`src/plt_pkg.sv`:
```
// ----------------------------------------------------------------------------
// plt_pkg: shared types and constants of the peer link loss tracker
// Field widths, status codes, the peer table entry and the result word.
// ----------------------------------------------------------------------------
package plt_pkg;

  localparam int unsigned MAC_W    = 48;
  localparam int unsigned SEQ_W    = 32;
  localparam int unsigned RSSI_W   = 8;
  localparam int unsigned STATUS_W = 2;
  localparam int unsigned INDEX_W  = 6;

  localparam int unsigned MAX_PEERS_DEF = 8;

  localparam logic signed [RSSI_W-1:0] NEW_PEER_RSSI = -8'sd127;

  typedef enum logic [STATUS_W-1:0] {
    ST_KNOWN    = 2'd0,
    ST_ADDED    = 2'd1,
    ST_FULL     = 2'd2,
    ST_AUTHFAIL = 2'd3
  } status_e;

  typedef struct packed {
    logic [MAC_W-1:0]         mac;
    logic [SEQ_W-1:0]         last_seq;
    logic [SEQ_W-1:0]         lost;
    logic signed [RSSI_W-1:0] rssi;
  } peer_entry_t;

  typedef struct packed {
    status_e                  status;
    logic [INDEX_W-1:0]       entry_idx;
    logic [SEQ_W-1:0]         lost_packets;
    logic signed [RSSI_W-1:0] peer_rssi;
  } result_t;

endpackage

```
`src/plt_in_if.sv`:
```
// ----------------------------------------------------------------------------
// plt_in_if: received packet channel
// Valid/ready channel that carries one received packet word.
// ----------------------------------------------------------------------------
interface plt_in_if;

  logic                                  valid;
  logic                                  ready;
  logic [plt_pkg::MAC_W-1:0]             src_mac;
  logic [plt_pkg::SEQ_W-1:0]             seq_num;
  logic signed [plt_pkg::RSSI_W-1:0]     rssi;
  logic                                  auth_ok;

  modport source (output valid, output src_mac, output seq_num, output rssi,
                  output auth_ok, input ready);
  modport sink   (input valid, input src_mac, input seq_num, input rssi,
                  input auth_ok, output ready);

endinterface

```
`src/plt_out_if.sv`:
```
// ----------------------------------------------------------------------------
// plt_out_if: peer result channel
// Valid/ready channel that carries one peer status word.
// ----------------------------------------------------------------------------
interface plt_out_if;

  logic                                  valid;
  logic                                  ready;
  logic [plt_pkg::STATUS_W-1:0]          status;
  logic [plt_pkg::INDEX_W-1:0]           entry_idx;
  logic [plt_pkg::SEQ_W-1:0]             lost_packets;
  logic signed [plt_pkg::RSSI_W-1:0]     peer_rssi;

  modport source (output valid, output status, output entry_idx,
                  output lost_packets, output peer_rssi, input ready);
  modport sink   (input valid, input status, input entry_idx,
                  input lost_packets, input peer_rssi, output ready);

endinterface

```
`src/plt_ram.sv`:
```
// ----------------------------------------------------------------------------
// plt_ram: generic single-port-write, single-port-read RAM
// One write and one registered read per cycle.
// ----------------------------------------------------------------------------
module plt_ram #(
  parameter int unsigned Width = 8,
  parameter int unsigned Depth = 8,
  parameter int unsigned AddrW = (Depth > 1) ? $clog2(Depth) : 1
) (
  input  logic             clk_i,
  input  logic             we_i,
  input  logic [AddrW-1:0] waddr_i,
  input  logic [Width-1:0] wdata_i,
  input  logic             re_i,
  input  logic [AddrW-1:0] raddr_i,
  output logic [Width-1:0] rdata_o
);

  logic [Width-1:0] mem_q [Depth];
  logic [Width-1:0] rdata_q;

  always_ff @(posedge clk_i) begin
    if (we_i) begin
      mem_q[waddr_i] <= wdata_i;
    end
    if (re_i) begin
      rdata_q <= mem_q[raddr_i];
    end
  end

  assign rdata_o = rdata_q;

endmodule

```
`src/plt_engine.sv`:
```
// ----------------------------------------------------------------------------
// plt_engine: peer search and update sequencer
// Walks the peer memory one entry per cycle, then updates the matched entry or appends a new one.
// ----------------------------------------------------------------------------
module plt_engine #(
  parameter int unsigned MAX_PEERS = plt_pkg::MAX_PEERS_DEF
) (
  input  logic              clk_i,
  input  logic              rst_ni,
  plt_in_if.sink            pkt_i,
  input  logic              ground_mode_i,
  input  logic              res_free_i,
  output logic              res_valid_o,
  output plt_pkg::result_t  res_o
);

  localparam int unsigned IDX_W   = (MAX_PEERS > 1) ? $clog2(MAX_PEERS) : 1;
  localparam int unsigned CNT_W   = $clog2(MAX_PEERS + 1);
  localparam int unsigned ENTRY_W = $bits(plt_pkg::peer_entry_t);

  typedef enum logic [2:0] {
    S_IDLE,
    S_SEARCH,
    S_GAP,
    S_UPDATE,
    S_EMIT
  } state_e;

  state_e                               state_q;
  logic [IDX_W-1:0]                     idx_q;
  logic [CNT_W-1:0]                     cnt_q;

  logic [plt_pkg::MAC_W-1:0]            mac_q;
  logic [plt_pkg::SEQ_W-1:0]            seq_q;
  logic signed [plt_pkg::RSSI_W-1:0]    rssi_q;
  plt_pkg::status_e                     status_q;
  logic [plt_pkg::SEQ_W-1:0]            last_q;
  logic [plt_pkg::SEQ_W-1:0]            lost_q;
  logic signed [plt_pkg::RSSI_W-1:0]    peer_rssi_q;
  logic                                 lt_q;
  logic [plt_pkg::SEQ_W-1:0]            gap_q;
  plt_pkg::result_t                     res_q;

  logic                                 accept;
  logic                                 hit;
  logic                                 last_idx;
  logic                                 rd_en;
  logic [IDX_W-1:0]                     rd_addr;
  logic [ENTRY_W-1:0]                   rd_data;
  plt_pkg::peer_entry_t                 rd_entry;
  logic                                 wr_en;
  plt_pkg::peer_entry_t                 wr_entry;
  logic [plt_pkg::SEQ_W-1:0]            lost_new;
  logic signed [plt_pkg::RSSI_W-1:0]    rssi_new;

  assign pkt_i.ready = (state_q == S_IDLE);
  assign accept      = pkt_i.valid && pkt_i.ready;

  assign rd_entry = plt_pkg::peer_entry_t'(rd_data);
  assign hit      = (rd_entry.mac == mac_q);
  assign last_idx = ((CNT_W'(idx_q) + CNT_W'(1)) == cnt_q);

  always_comb begin
    rd_en   = 1'b0;
    rd_addr = '0;
    if (state_q == S_IDLE) begin
      rd_en = accept;
    end else if (state_q == S_SEARCH) begin
      rd_en   = !hit && !last_idx;
      rd_addr = idx_q + IDX_W'(1);
    end
  end

  assign lost_new = lt_q ? (lost_q + gap_q) : '0;
  assign rssi_new = ground_mode_i ? rssi_q : peer_rssi_q;

  assign wr_en             = (state_q == S_UPDATE);
  assign wr_entry.mac      = mac_q;
  assign wr_entry.last_seq = seq_q;
  assign wr_entry.lost     = lost_new;
  assign wr_entry.rssi     = rssi_new;

  plt_ram #(
    .Width (ENTRY_W),
    .Depth (MAX_PEERS),
    .AddrW (IDX_W)
  ) u_peer_ram (
    .clk_i   (clk_i),
    .we_i    (wr_en),
    .waddr_i (idx_q),
    .wdata_i (wr_entry),
    .re_i    (rd_en),
    .raddr_i (rd_addr),
    .rdata_o (rd_data)
  );

  always_ff @(posedge clk_i or negedge rst_ni) begin
    if (!rst_ni) begin
      state_q     <= S_IDLE;
      idx_q       <= '0;
      cnt_q       <= '0;
      mac_q       <= '0;
      seq_q       <= '0;
      rssi_q      <= '0;
      status_q    <= plt_pkg::ST_KNOWN;
      last_q      <= '0;
      lost_q      <= '0;
      peer_rssi_q <= '0;
      lt_q        <= 1'b0;
      gap_q       <= '0;
      res_q       <= '0;
    end else begin
      unique case (state_q)
        S_IDLE: begin
          if (accept) begin
            idx_q       <= '0;
            mac_q       <= pkt_i.src_mac;
            seq_q       <= pkt_i.seq_num;
            rssi_q      <= pkt_i.rssi;
            last_q      <= '0;
            lost_q      <= '0;
            peer_rssi_q <= plt_pkg::NEW_PEER_RSSI;
            status_q    <= pkt_i.auth_ok ? plt_pkg::ST_ADDED : plt_pkg::ST_AUTHFAIL;
            res_q       <= '{status: plt_pkg::ST_AUTHFAIL, entry_idx: '0,
                             lost_packets: '0, peer_rssi: '0};
            if (!pkt_i.auth_ok) begin
              state_q <= S_EMIT;
            end else if (cnt_q == '0) begin
              state_q <= S_GAP;
            end else begin
              state_q <= S_SEARCH;
            end
          end
        end
        S_SEARCH: begin
          if (hit) begin
            last_q      <= rd_entry.last_seq;
            lost_q      <= rd_entry.lost;
            peer_rssi_q <= rd_entry.rssi;
            status_q    <= plt_pkg::ST_KNOWN;
            state_q     <= S_GAP;
          end else if (last_idx) begin
            if (cnt_q == CNT_W'(MAX_PEERS)) begin
              status_q <= plt_pkg::ST_FULL;
              res_q    <= '{status: plt_pkg::ST_FULL, entry_idx: '0,
                            lost_packets: '0, peer_rssi: '0};
              state_q  <= S_EMIT;
            end else begin
              idx_q   <= cnt_q[IDX_W-1:0];
              state_q <= S_GAP;
            end
          end else begin
            idx_q <= idx_q + IDX_W'(1);
          end
        end
        S_GAP: begin
          lt_q    <= (last_q < seq_q);
          gap_q   <= seq_q - last_q - plt_pkg::SEQ_W'(1);
          state_q <= S_UPDATE;
        end
        S_UPDATE: begin
          if (status_q == plt_pkg::ST_ADDED) begin
            cnt_q <= cnt_q + CNT_W'(1);
          end
          res_q   <= '{status: status_q,
                       entry_idx: plt_pkg::INDEX_W'(idx_q),
                       lost_packets: lost_new,
                       peer_rssi: rssi_new};
          state_q <= S_EMIT;
        end
        S_EMIT: begin
          if (res_free_i) begin
            state_q <= S_IDLE;
          end
        end
        default: begin
          state_q <= S_IDLE;
        end
      endcase
    end
  end

  assign res_valid_o = (state_q == S_EMIT);
  assign res_o       = res_q;

  a_cnt_bound: assert property (@(posedge clk_i) disable iff (!rst_ni)
    cnt_q <= CNT_W'(MAX_PEERS))
    else $error("Peer count exceeds the table size.");

  a_write_in_table: assert property (@(posedge clk_i) disable iff (!rst_ni)
    (state_q == S_UPDATE) |->
      ((CNT_W'(idx_q) < cnt_q) ||
       ((status_q == plt_pkg::ST_ADDED) && (CNT_W'(idx_q) == cnt_q))))
    else $error("Peer memory write outside the filled part of the table.");

  a_cnt_step: assert property (@(posedge clk_i) disable iff (!rst_ni)
    (cnt_q != $past(cnt_q)) |->
      ((cnt_q == ($past(cnt_q) + CNT_W'(1))) && ($past(state_q) == S_UPDATE)))
    else $error("Peer count changed other than by one append.");

  a_full_only_when_full: assert property (@(posedge clk_i) disable iff (!rst_ni)
    ((state_q == S_EMIT) && (res_q.status == plt_pkg::ST_FULL)) |->
      (cnt_q == CNT_W'(MAX_PEERS)))
    else $error("Table full reported while the table has room.");

endmodule

```
`src/peer_link_loss_tracker.sv`:
```
// ----------------------------------------------------------------------------
// peer_link_loss_tracker: per-peer link statistics for received packets
// Tracks RSSI and lost packet counts for up to MAX_PEERS peers by MAC.
// ----------------------------------------------------------------------------
// Packet words enter on pkt_i and one status word per packet leaves on res_o;
// both are valid/ready channels and a word moves when valid and ready are high.
// The user must write the ground_mode register through ground_mode_we_i only
// while idle; the block itself does not enforce this. One packet is processed
// at a time. An unauthenticated packet's word is emitted without a search. For
// an authenticated packet the entries below the peer count are searched, the
// sequence gap is computed and the entry is updated or appended before the
// word is emitted; a packet dropped because the table is full is emitted once
// the whole table is searched. The search reads the peer memory through its
// single read port one entry per cycle. pkt_i is ready again in the cycle
// after the result is handed to the output register, so with a free receiver
// a packet holds the block until its word can be taken from res_o.
// Reset empties the peer table and clears ground_mode; no clearing pass is
// needed because only entries below the peer count are read.
// When the receiver stalls, the finished word waits in the output register;
// the next packet is accepted and processed, and its word waits in the
// engine until the output register frees up.
// ----------------------------------------------------------------------------
module peer_link_loss_tracker #(
  parameter int unsigned MAX_PEERS = plt_pkg::MAX_PEERS_DEF
) (
  input  logic      clk_i,
  input  logic      rst_ni,
  input  logic      ground_mode_we_i,
  input  logic      ground_mode_wdata_i,
  plt_in_if.sink    pkt_i,
  plt_out_if.source res_o
);

  logic             ground_mode_q;
  logic             out_valid_q;
  plt_pkg::result_t out_q;
  logic             res_free;
  logic             eng_valid;
  plt_pkg::result_t eng_res;

  always_ff @(posedge clk_i or negedge rst_ni) begin
    if (!rst_ni) begin
      ground_mode_q <= 1'b0;
    end else if (ground_mode_we_i) begin
      ground_mode_q <= ground_mode_wdata_i;
    end
  end

  plt_engine #(
    .MAX_PEERS (MAX_PEERS)
  ) u_engine (
    .clk_i         (clk_i),
    .rst_ni        (rst_ni),
    .pkt_i         (pkt_i),
    .ground_mode_i (ground_mode_q),
    .res_free_i    (res_free),
    .res_valid_o   (eng_valid),
    .res_o         (eng_res)
  );

  assign res_free = !out_valid_q || res_o.ready;

  always_ff @(posedge clk_i or negedge rst_ni) begin
    if (!rst_ni) begin
      out_valid_q <= 1'b0;
    end else if (eng_valid && res_free) begin
      out_valid_q <= 1'b1;
    end else if (res_o.ready) begin
      out_valid_q <= 1'b0;
    end
  end

  always_ff @(posedge clk_i) begin
    if (eng_valid && res_free) begin
      out_q <= eng_res;
    end
  end

  assign res_o.valid        = out_valid_q;
  assign res_o.status       = out_q.status;
  assign res_o.entry_idx    = out_q.entry_idx;
  assign res_o.lost_packets = out_q.lost_packets;
  assign res_o.peer_rssi    = out_q.peer_rssi;

endmodule
```
`src/flat_wrapper.sv`:
```
// flat-port wrapper written by rule: the top's interface ports become plain ports
module peer_link_loss_tracker_flat 
#(
  parameter int unsigned MAX_PEERS = plt_pkg::MAX_PEERS_DEF
)
  (clk_i, rst_ni, ground_mode_we_i, ground_mode_wdata_i, pkt_i_valid, pkt_i_src_mac, pkt_i_seq_num, pkt_i_rssi, pkt_i_auth_ok, pkt_i_ready, res_o_valid, res_o_status, res_o_entry_idx, res_o_lost_packets, res_o_peer_rssi, res_o_ready);
  plt_in_if pkt_i_i ();
  plt_out_if res_o_i ();
  input  logic clk_i;
  input  logic rst_ni;
  input  logic ground_mode_we_i;
  input  logic ground_mode_wdata_i;
  input wire logic [$bits(pkt_i_i.valid)-1:0] pkt_i_valid;
  input wire logic [$bits(pkt_i_i.src_mac)-1:0] pkt_i_src_mac;
  input wire logic [$bits(pkt_i_i.seq_num)-1:0] pkt_i_seq_num;
  input wire logic [$bits(pkt_i_i.rssi)-1:0] pkt_i_rssi;
  input wire logic [$bits(pkt_i_i.auth_ok)-1:0] pkt_i_auth_ok;
  output wire logic [$bits(pkt_i_i.ready)-1:0] pkt_i_ready;
  output wire logic [$bits(res_o_i.valid)-1:0] res_o_valid;
  output wire logic [$bits(res_o_i.status)-1:0] res_o_status;
  output wire logic [$bits(res_o_i.entry_idx)-1:0] res_o_entry_idx;
  output wire logic [$bits(res_o_i.lost_packets)-1:0] res_o_lost_packets;
  output wire logic [$bits(res_o_i.peer_rssi)-1:0] res_o_peer_rssi;
  input wire logic [$bits(res_o_i.ready)-1:0] res_o_ready;
  assign pkt_i_i.valid = pkt_i_valid;
  assign pkt_i_i.src_mac = pkt_i_src_mac;
  assign pkt_i_i.seq_num = pkt_i_seq_num;
  assign pkt_i_i.rssi = pkt_i_rssi;
  assign pkt_i_i.auth_ok = pkt_i_auth_ok;
  assign pkt_i_ready = pkt_i_i.ready;
  assign res_o_valid = res_o_i.valid;
  assign res_o_status = res_o_i.status;
  assign res_o_entry_idx = res_o_i.entry_idx;
  assign res_o_lost_packets = res_o_i.lost_packets;
  assign res_o_peer_rssi = res_o_i.peer_rssi;
  assign res_o_i.ready = res_o_ready;
  peer_link_loss_tracker #(.MAX_PEERS(MAX_PEERS)) u_core (.clk_i(clk_i), .rst_ni(rst_ni), .ground_mode_we_i(ground_mode_we_i), .ground_mode_wdata_i(ground_mode_wdata_i), .pkt_i(pkt_i_i), .res_o(res_o_i));
endmodule
```
`config.mk`:
```
export PLATFORM = sky130hd
export DESIGN_NAME = peer_link_loss_tracker_flat
export DESIGN_NICKNAME = d
export VERILOG_FILES = /design/src/plt_pkg.sv /design/src/plt_in_if.sv /design/src/plt_out_if.sv /design/src/plt_ram.sv /design/src/plt_engine.sv /design/src/peer_link_loss_tracker.sv /design/src/flat_wrapper.sv
export SDC_FILE = /design/constraint.sdc
export NUM_CORES = 2
export LEC_CHECK = 0
export BUFFER_PORTS_ARGS = -buffer_cell sky130_fd_sc_hd__buf_2
export CAP_MARGIN = 5
export CELL_PAD_IN_SITES_DETAIL_PLACEMENT = 0
export CELL_PAD_IN_SITES_GLOBAL_PLACEMENT = 1
export CORE_MARGIN = 5
export CORE_UTILIZATION = 53
export DETAILED_ROUTE_END_ITERATION = 16
export GPL_ROUTABILITY_DRIVEN = 0
export PLACE_DENSITY_LB_ADDON = 0.1
export SYNTH_ARGS = -nofsm -noshare
export SYNTH_HDL_FRONTEND = slang
export SYNTH_SLANG_ARGS = --single-unit
```
`constraint.sdc`:
```
create_clock -name clk_i -period 15.25 [get_ports clk_i]
set_input_delay 2.2875 -clock clk_i [delete_from_list [all_inputs] [get_ports clk_i]]
set_output_delay 2.2875 -clock clk_i [all_outputs]
set_load 0.01 [all_outputs]
```
* Word level (Yosys, flattened, before mapping) *
Memories as Yosys holds them, arrays and structs flattened. A register that Yosys moved wholly into a read port is not among the register bits.
Index checks and enable logic that the tools add are counted.

storage, ports and cells
  input port bits = 95
  flip-flop bits (word level) = 303
  bits in writable memories = 960
  word-level logic and storage cells = 108
  memories = 1

memory list
  memory                            depth  width  read ports  clocked after memory_dff  wr ports  RTL line       source
  u_core.u_engine.u_peer_ram.mem_q  8      120    1           1                         1         plt_ram.sv:19  logic [Width-1:0] mem_q [Depth];

operators by class
  reduce and logical (&&, ||, !) cells = 19
  multiplexer cells = 42
  order comparisons = 1
  equality and inequality tests = 17
  add/subtract/negate cells = 6

operator list
  operator                                                              count
  48-bit 2-to-1 mux                                                     4
  48-bit case mux with 3 select lines                                   1
  32-bit 2-to-1 mux                                                     4
  32-bit case mux with 2 select lines                                   2
  48-bit == test                                                        1
  3-bit 2-to-1 mux                                                      12
  32-bit adder                                                          1
  32-bit less-than comparator                                           1
  32-bit by 1-bit subtractor with 32-bit output, second input constant  1
  32-bit subtractor                                                     1
  8-bit 2-to-1 mux                                                      3
  8-bit case mux with 2 select lines                                    1
  3-bit case mux with 5 select lines                                    1
  2-bit 2-to-1 mux                                                      6
  4-bit AND reduction                                                   2
  3-bit by 2-bit == test with 1-bit output, second input constant       2
  1-bit 2-to-1 mux                                                      6
  2-bit by 1-bit != test with 1-bit output, second input constant       3
  2-bit != test, second input constant                                  3
  3-bit != test, second input constant                                  2
  3-bit case mux with 2 select lines                                    1
  3-bit AND reduction                                                   2
  5-bit AND reduction                                                   1
  3-bit by 1-bit adder with 4-bit output, second input constant         1
  other kinds (17)                                                      23

* Longest topological paths before layout *
  word-level depth = 6
  mapped depth = 12
  mapped depth without buffers = 12

* Modules after synthesis *
From an unflattened synthesis, not the netlist that was laid out.

second synthesis, totals
  cell total of the unflattened synthesis = 3158
  area total of the unflattened synthesis = 55957.4 sq um

modules (own cells, without submodules)
  module                  cells each  instances  area each (sq um)
  plt_ram                 1520        1          40227.3
  plt_engine              1584        1          14197.4
  peer_link_loss_tracker  54          1          1532.7

* Worst setup path after synthesis *
Ideal clock, no wire load.

  path type = reg2reg
  start point = register u_core.u_engine.state_q[2]
  end point = memory u_core.u_engine.u_peer_ram.mem_q[0][0] (netlist bit) (enable)
  cell stages (with the launch flop) = 5
  arrival = 12.296 ns
  library setup time = 0.894 ns
  slack = 2.060 ns
  cells stage by stage = dfrtp_1 -> clkbuf_1 -> or2_2 -> clkbuf_1 -> nor4_1

on the way
  longest elaborated chain between the ends = 3

ends and longest elaborated chain
  what                                      RTL line           source
  start: declaration                        plt_engine.sv:29   state_e state_q;
  start signal: assignment                  plt_engine.sv:99   state_q <= S_IDLE;
  start signal: assignment                  plt_engine.sv:127  state_q <= S_EMIT;
  start signal: assignment                  plt_engine.sv:129  state_q <= S_GAP;
  3-bit by 2-bit == test with 1-bit output  plt_engine.sv:77   assign wr_en = (state_q == S_UPDATE);
  1-bit 2-to-1 mux                          plt_ram.sv:23      if (we_i) begin
  1-bit 2-to-1 mux (implied by the code)    plt_ram.sv:24      mem_q[waddr_i] <= wdata_i;
  end: declaration                          plt_ram.sv:19

Every way passes these cells.

* Worst setup path after layout *
  start point = register u_core.u_engine.idx_q[0]
  end point = register u_core.u_engine.u_peer_ram.rdata_q[72], in the netlist u_core.u_engine.u_peer_ram.rdata_o[72] (read register of u_core.u_engine.u_peer_ram.mem_q) (data pin)

on the way
  longest elaborated chain between the ends = 6
  elaborated cells on any way between the ends = 9
  those cells by class = add/sub (2); eq/ne (1); mux (4); reduce/logical (2)

ends and longest elaborated chain
  what                                    RTL line           source
  start: declaration                      plt_engine.sv:30   logic [IDX_W-1:0] idx_q;
  start signal: assignment                plt_engine.sv:149  idx_q <= cnt_q[IDX_W-1:0];
  start signal: assignment                plt_engine.sv:153  idx_q <= idx_q + IDX_W'(1);
  3-bit by 1-bit adder with 4-bit output  plt_engine.sv:61   assign last_idx = ((CNT_W'(idx_q) + CNT_W'(1)) == cnt_q);
  4-bit == test                           plt_engine.sv:61
  1-bit logical NOT                       plt_engine.sv:69   rd_en = !hit && !last_idx;
  1-bit logical AND                       plt_engine.sv:69
  1-bit 2-to-1 mux                        plt_engine.sv:68   end else if (state_q == S_SEARCH) begin
  1-bit 2-to-1 mux                        plt_engine.sv:66   if (state_q == S_IDLE) begin
  end: declaration                        plt_ram.sv:20      logic [Width-1:0] rdata_q;

Several ways; a longest one is shown, not always the timed one.
A chain may end at the register's enable or synchronous reset.

==> summary.txt <==
Clocking
  • CTS root buffer: clkbuf_16
  • Hold-fix buffers, CTS: 0
  • CTS clk-pin slew, worst paths: 60 ps
  • CTS-repair resized insts: 0
  • Buffers inserted by post-CTS timing repair: 0
  • Longest Clk Path Bufs: 3
  • Clock buffer count from CTS: 142
  • H-tree levels: 4
  • Clock Latency Late Sink: between 700 and 800 ps
  • CTS tree: built
  • Clock sink count: approximately 1,400

Drt
  • Vias: 31,091
  • Via/cell ratio: around 6.1
  • Pre-antenna DRT Iters: 6
  • DR iter-0 viols: between 2,000 and 3,000
  • Remaining antenna violation count after routing: 0
  • DR DRC count: 0
  • Final WL: around 130,000 um
  • Wirelength per Cell: 25.7 um

Final layout
  • Ant. Diodes: 0
  • Area grow syn2layout: 12.3%
  • Layout cells sized above 1: between 10% and 20%
  • Fin nets: 3,815

Synthesis
  • Synth area leaders: edfxtp_1 62%, dfrtp_1 12%, mux4_2 4.9%, o221ai_1 3.9%, nand2_1 2.9%
  • Synthesized flop and latch total: between 1,000 and 1,500
  • Async set-or-reset flop fraction in the synthesized netlist: between 10% and 20%
  • Top cell type's share of synthesized area: 61.7%
  • Ys flop type: edfxtp_1
  • Mapped Avg Cell Area: 15.6 um2
  • Count leader, synth: edfxtp_1
  • Netlist cell types: between 60 and 70
  • Mapped Cells: 3,500
  • Post-synthesis sequential area ratio: between 70% and 80%
  • Post-synth EDFFs: about 1,100
  • Mapped cell area: roughly 55,000 um2
  • Yosys warnings: 0
  • Post-synth top cells: 1,125 x edfxtp_1, 421 x nand2_1, 252 x dfrtp_1, 241 x o221ai_1, 169 x o21ai_0
  • Leading area contributor after synthesis: edfxtp_1

Pwr
  • Cell-internal power: approximately 8.4 mW
  • Sequential Power Share: 46.1%
  • Peak supply drop: about 0.12 mV
  • Cell Pwr Density: about 200 nW/um2
  • Combinational share of power: approximately a quarter
  • Leak: approximately 22 nW
  • Net Sw Frac: approximately a third
  • Total power: roughly 12 mW
  • Clock power frac: around 27%
  • Psw: roughly 4 mW

Hold path
  • Tightest Hold Check Type: flip-flop to flip-flop

Timing
  • Max Freq: around 190 MHz
  • Period utilization: between 30% and 40%
  • Setup Total Neg Slack: 0 ps
  • Layout Skew: 23.3 ps
  • Final WS setup: 9850 ps
  • Min Tclk post-route: 5400 ps
  • RSZ-0062 raised after global routing: false
  • Final max-slew violation count: 0
  • Slew HR: ~16%
  • Endpoints failing hold: 0
  • Final setup viols: 0
  • Slew @ Worst Pin: roughly 1300 ps

Global routing
  • Total gr overflow: 0
  • First-pass GRT wire length: 199,000 um
  • Total GRT Usage: 23.6%
  • Vias in the first global route: between 30,000 and 40,000
  • Largest net degree at the start of global routing: 179
  • Initial antenna violation count: 0

Floorplanning
  • I/O pin cnt: 145
  • FP Rows: between 100 and 150
  • Die Span Y: 331 um
  • Core Footprint: about 100,000 um2
  • Horiz. Die Dim: 331 um
  • Die area: approximately 110,000 um2
  • Starting Density: 53.1%

Worst setup path
  • CP delay by family, top: buffers and inverters
  • CP required: around 16,000 ps
  • Critical Path, Cell by Cell: inv_8, nand2_4, buf_12, buf_4, buf_4, mux4_2, nor2_1, a31oi_1
  • Setup CP Type: flip-flop to flip-flop
  • CP max stage cell: buf_4
  • Worst Path Buf+Inv: 4
  • CP Capture Type: flip-flop
  • Max incr delay on CP: about 950 ps
  • Max FO, Critical Path: about 140
  • Most frequent CP cell: buf_4
  • Startpoint types: flip-flop
  • Worst path arrival time: 5820 ps

Outcome
  • Status: finished clean

Placed design
  • Pre-CTS setup slack: roughly 9700 ps
  • Post-DP HPWL: slightly above 70,000 um
  • IO buf count: about 140

Flow run
  • Max-cap check violation count: 0
[path summary, 6_finish.rpt]
path                                          start                                endpoint  slack, ps  cells past startpoint
setup / recovery           u_core.u_engine.idx_q[0]  u_core.u_engine.u_peer_ram.rdata_o[72]       9850                      8
hold / removal             u_core.u_engine.res_o[3]               u_core.res_o.peer_rssi[3]        450                      0
setup reg to reg           u_core.u_engine.idx_q[0]  u_core.u_engine.u_peer_ram.rdata_o[72]       9850                      8
hold reg to reg            u_core.u_engine.res_o[3]               u_core.res_o.peer_rssi[3]        450                      0
max in group asynchronous                    rst_ni              u_core.u_engine.lost_q[23]      12100                      2
min in group asynchronous                    rst_ni                u_core.u_engine.res_o[2]       1720                      1
[worst reg2reg max path, stage by stage (launching register included)]
cell and delay, ps:
dfrtp_1 630, inv_8 370, nand2_4 620, buf_12 730
buf_4 1090, buf_4 840, mux4_2 620, nor2_1 130
a31oi_1 70
[metal layers]
layer	global-route usage, %	vias up	wire length, um
met5	0	-	0
met3	3.36	221	6450
met1	32.0	16146	55200
met4	7.62	0	3700
met2	40.2	884	66100
li1	-	13840	-
[cell usage in the layout (no fill, tap or decap), types with 23 or more instances in the layout]
master / instances
xnor2_1: 34
clkbuf_16: 150
a21oi_1: 64
buf_4: 43
a31oi_1: 131
clkinv_1: 23
a21o_1: 46
xor2_1: 76
nand2_1: 417
and2_1: 30
a22o_1: 45
ha_1: 97
o221ai_1: 241
mux4_2: 120
clkbuf_1: 43
nor2_1: 151
o21ai_0: 169
buf_2: 140
dfrtp_1: 252
inv_1: 81
edfxtp_1: 1125
[area by class of cell]
cell class                      count  area [um2]
Inverter                           82         315
Clock inverter                     59         597
Tap cell                         1380        1730
Timing Repair Buffer              189        1140
Sequential cell                  1377       40100
Multi-Input combinational cell   1829       13600
Clock buffer                      201        4030
Fill cell                        7961       41500
[sequential cells by signal, summed over array words and instances, names as in the netlist]
name / flops
u_core.u_engine.u_peer_ram.mem_q: 960
u_core.u_engine.u_peer_ram.rdata_o: 120
u_core.u_engine.mac_q: 48
u_core.u_engine.res_o: 45
u_core.res_o.lost_packets: 32
u_core.u_engine.gap_q: 32
u_core.u_engine.last_q: 32
u_core.u_engine.lost_q: 32
u_core.u_engine.seq_q: 32
u_core.res_o.peer_rssi: 8
u_core.u_engine.peer_rssi_q: 8
u_core.u_engine.rssi_q: 8
u_core.u_engine.cnt_q: 4
u_core.res_o.entry_idx: 3
u_core.u_engine.idx_q: 3
u_core.u_engine.state_q: 3
u_core.res_o.status: 2
u_core.u_engine.status_q: 2
u_core.ground_mode_q: 1
u_core.res_o.valid: 1
u_core.u_engine.lt_q: 1
[power by group through the flow]
stage                     clock network (mW)  registers [mW]  logic (mW)
final                                   3.42            5.77        3.31
after global routing                    3.64            5.85        3.63
after CTS                               3.48            5.77        3.36
after detailed placement                   0            5.84        3.34
after global placement                     0            5.79        3.28
after floorplan                            0            5.69        2.29
[cell families after synthesis]
logic type	count (synthesis)	share of synthesized area, %
mux	133	5.20
other cells	1	0.00685
compound gates	762	9.84
fa+ha+maj	99	2.29
buf+inv	296	2.13
flops	1377	73.2
simple gates	722	5.56
xor+xnor	110	1.76
[metrics by stage]
stage,hold WS (ps),cells,cell area (um2),util [%]
6_report,450,5117,61500,59.7
5_1_grt,458,5117,61500,59.7
4_1_cts,449,5117,61500,59.7
3_5_place_dp,435,4857,56900,55.2
3_3_place_gp,439,4857,56900,55.2
2_1_floorplan,425,3502,54800,-
Note: power is estimated with default switching activity, not from simulation.
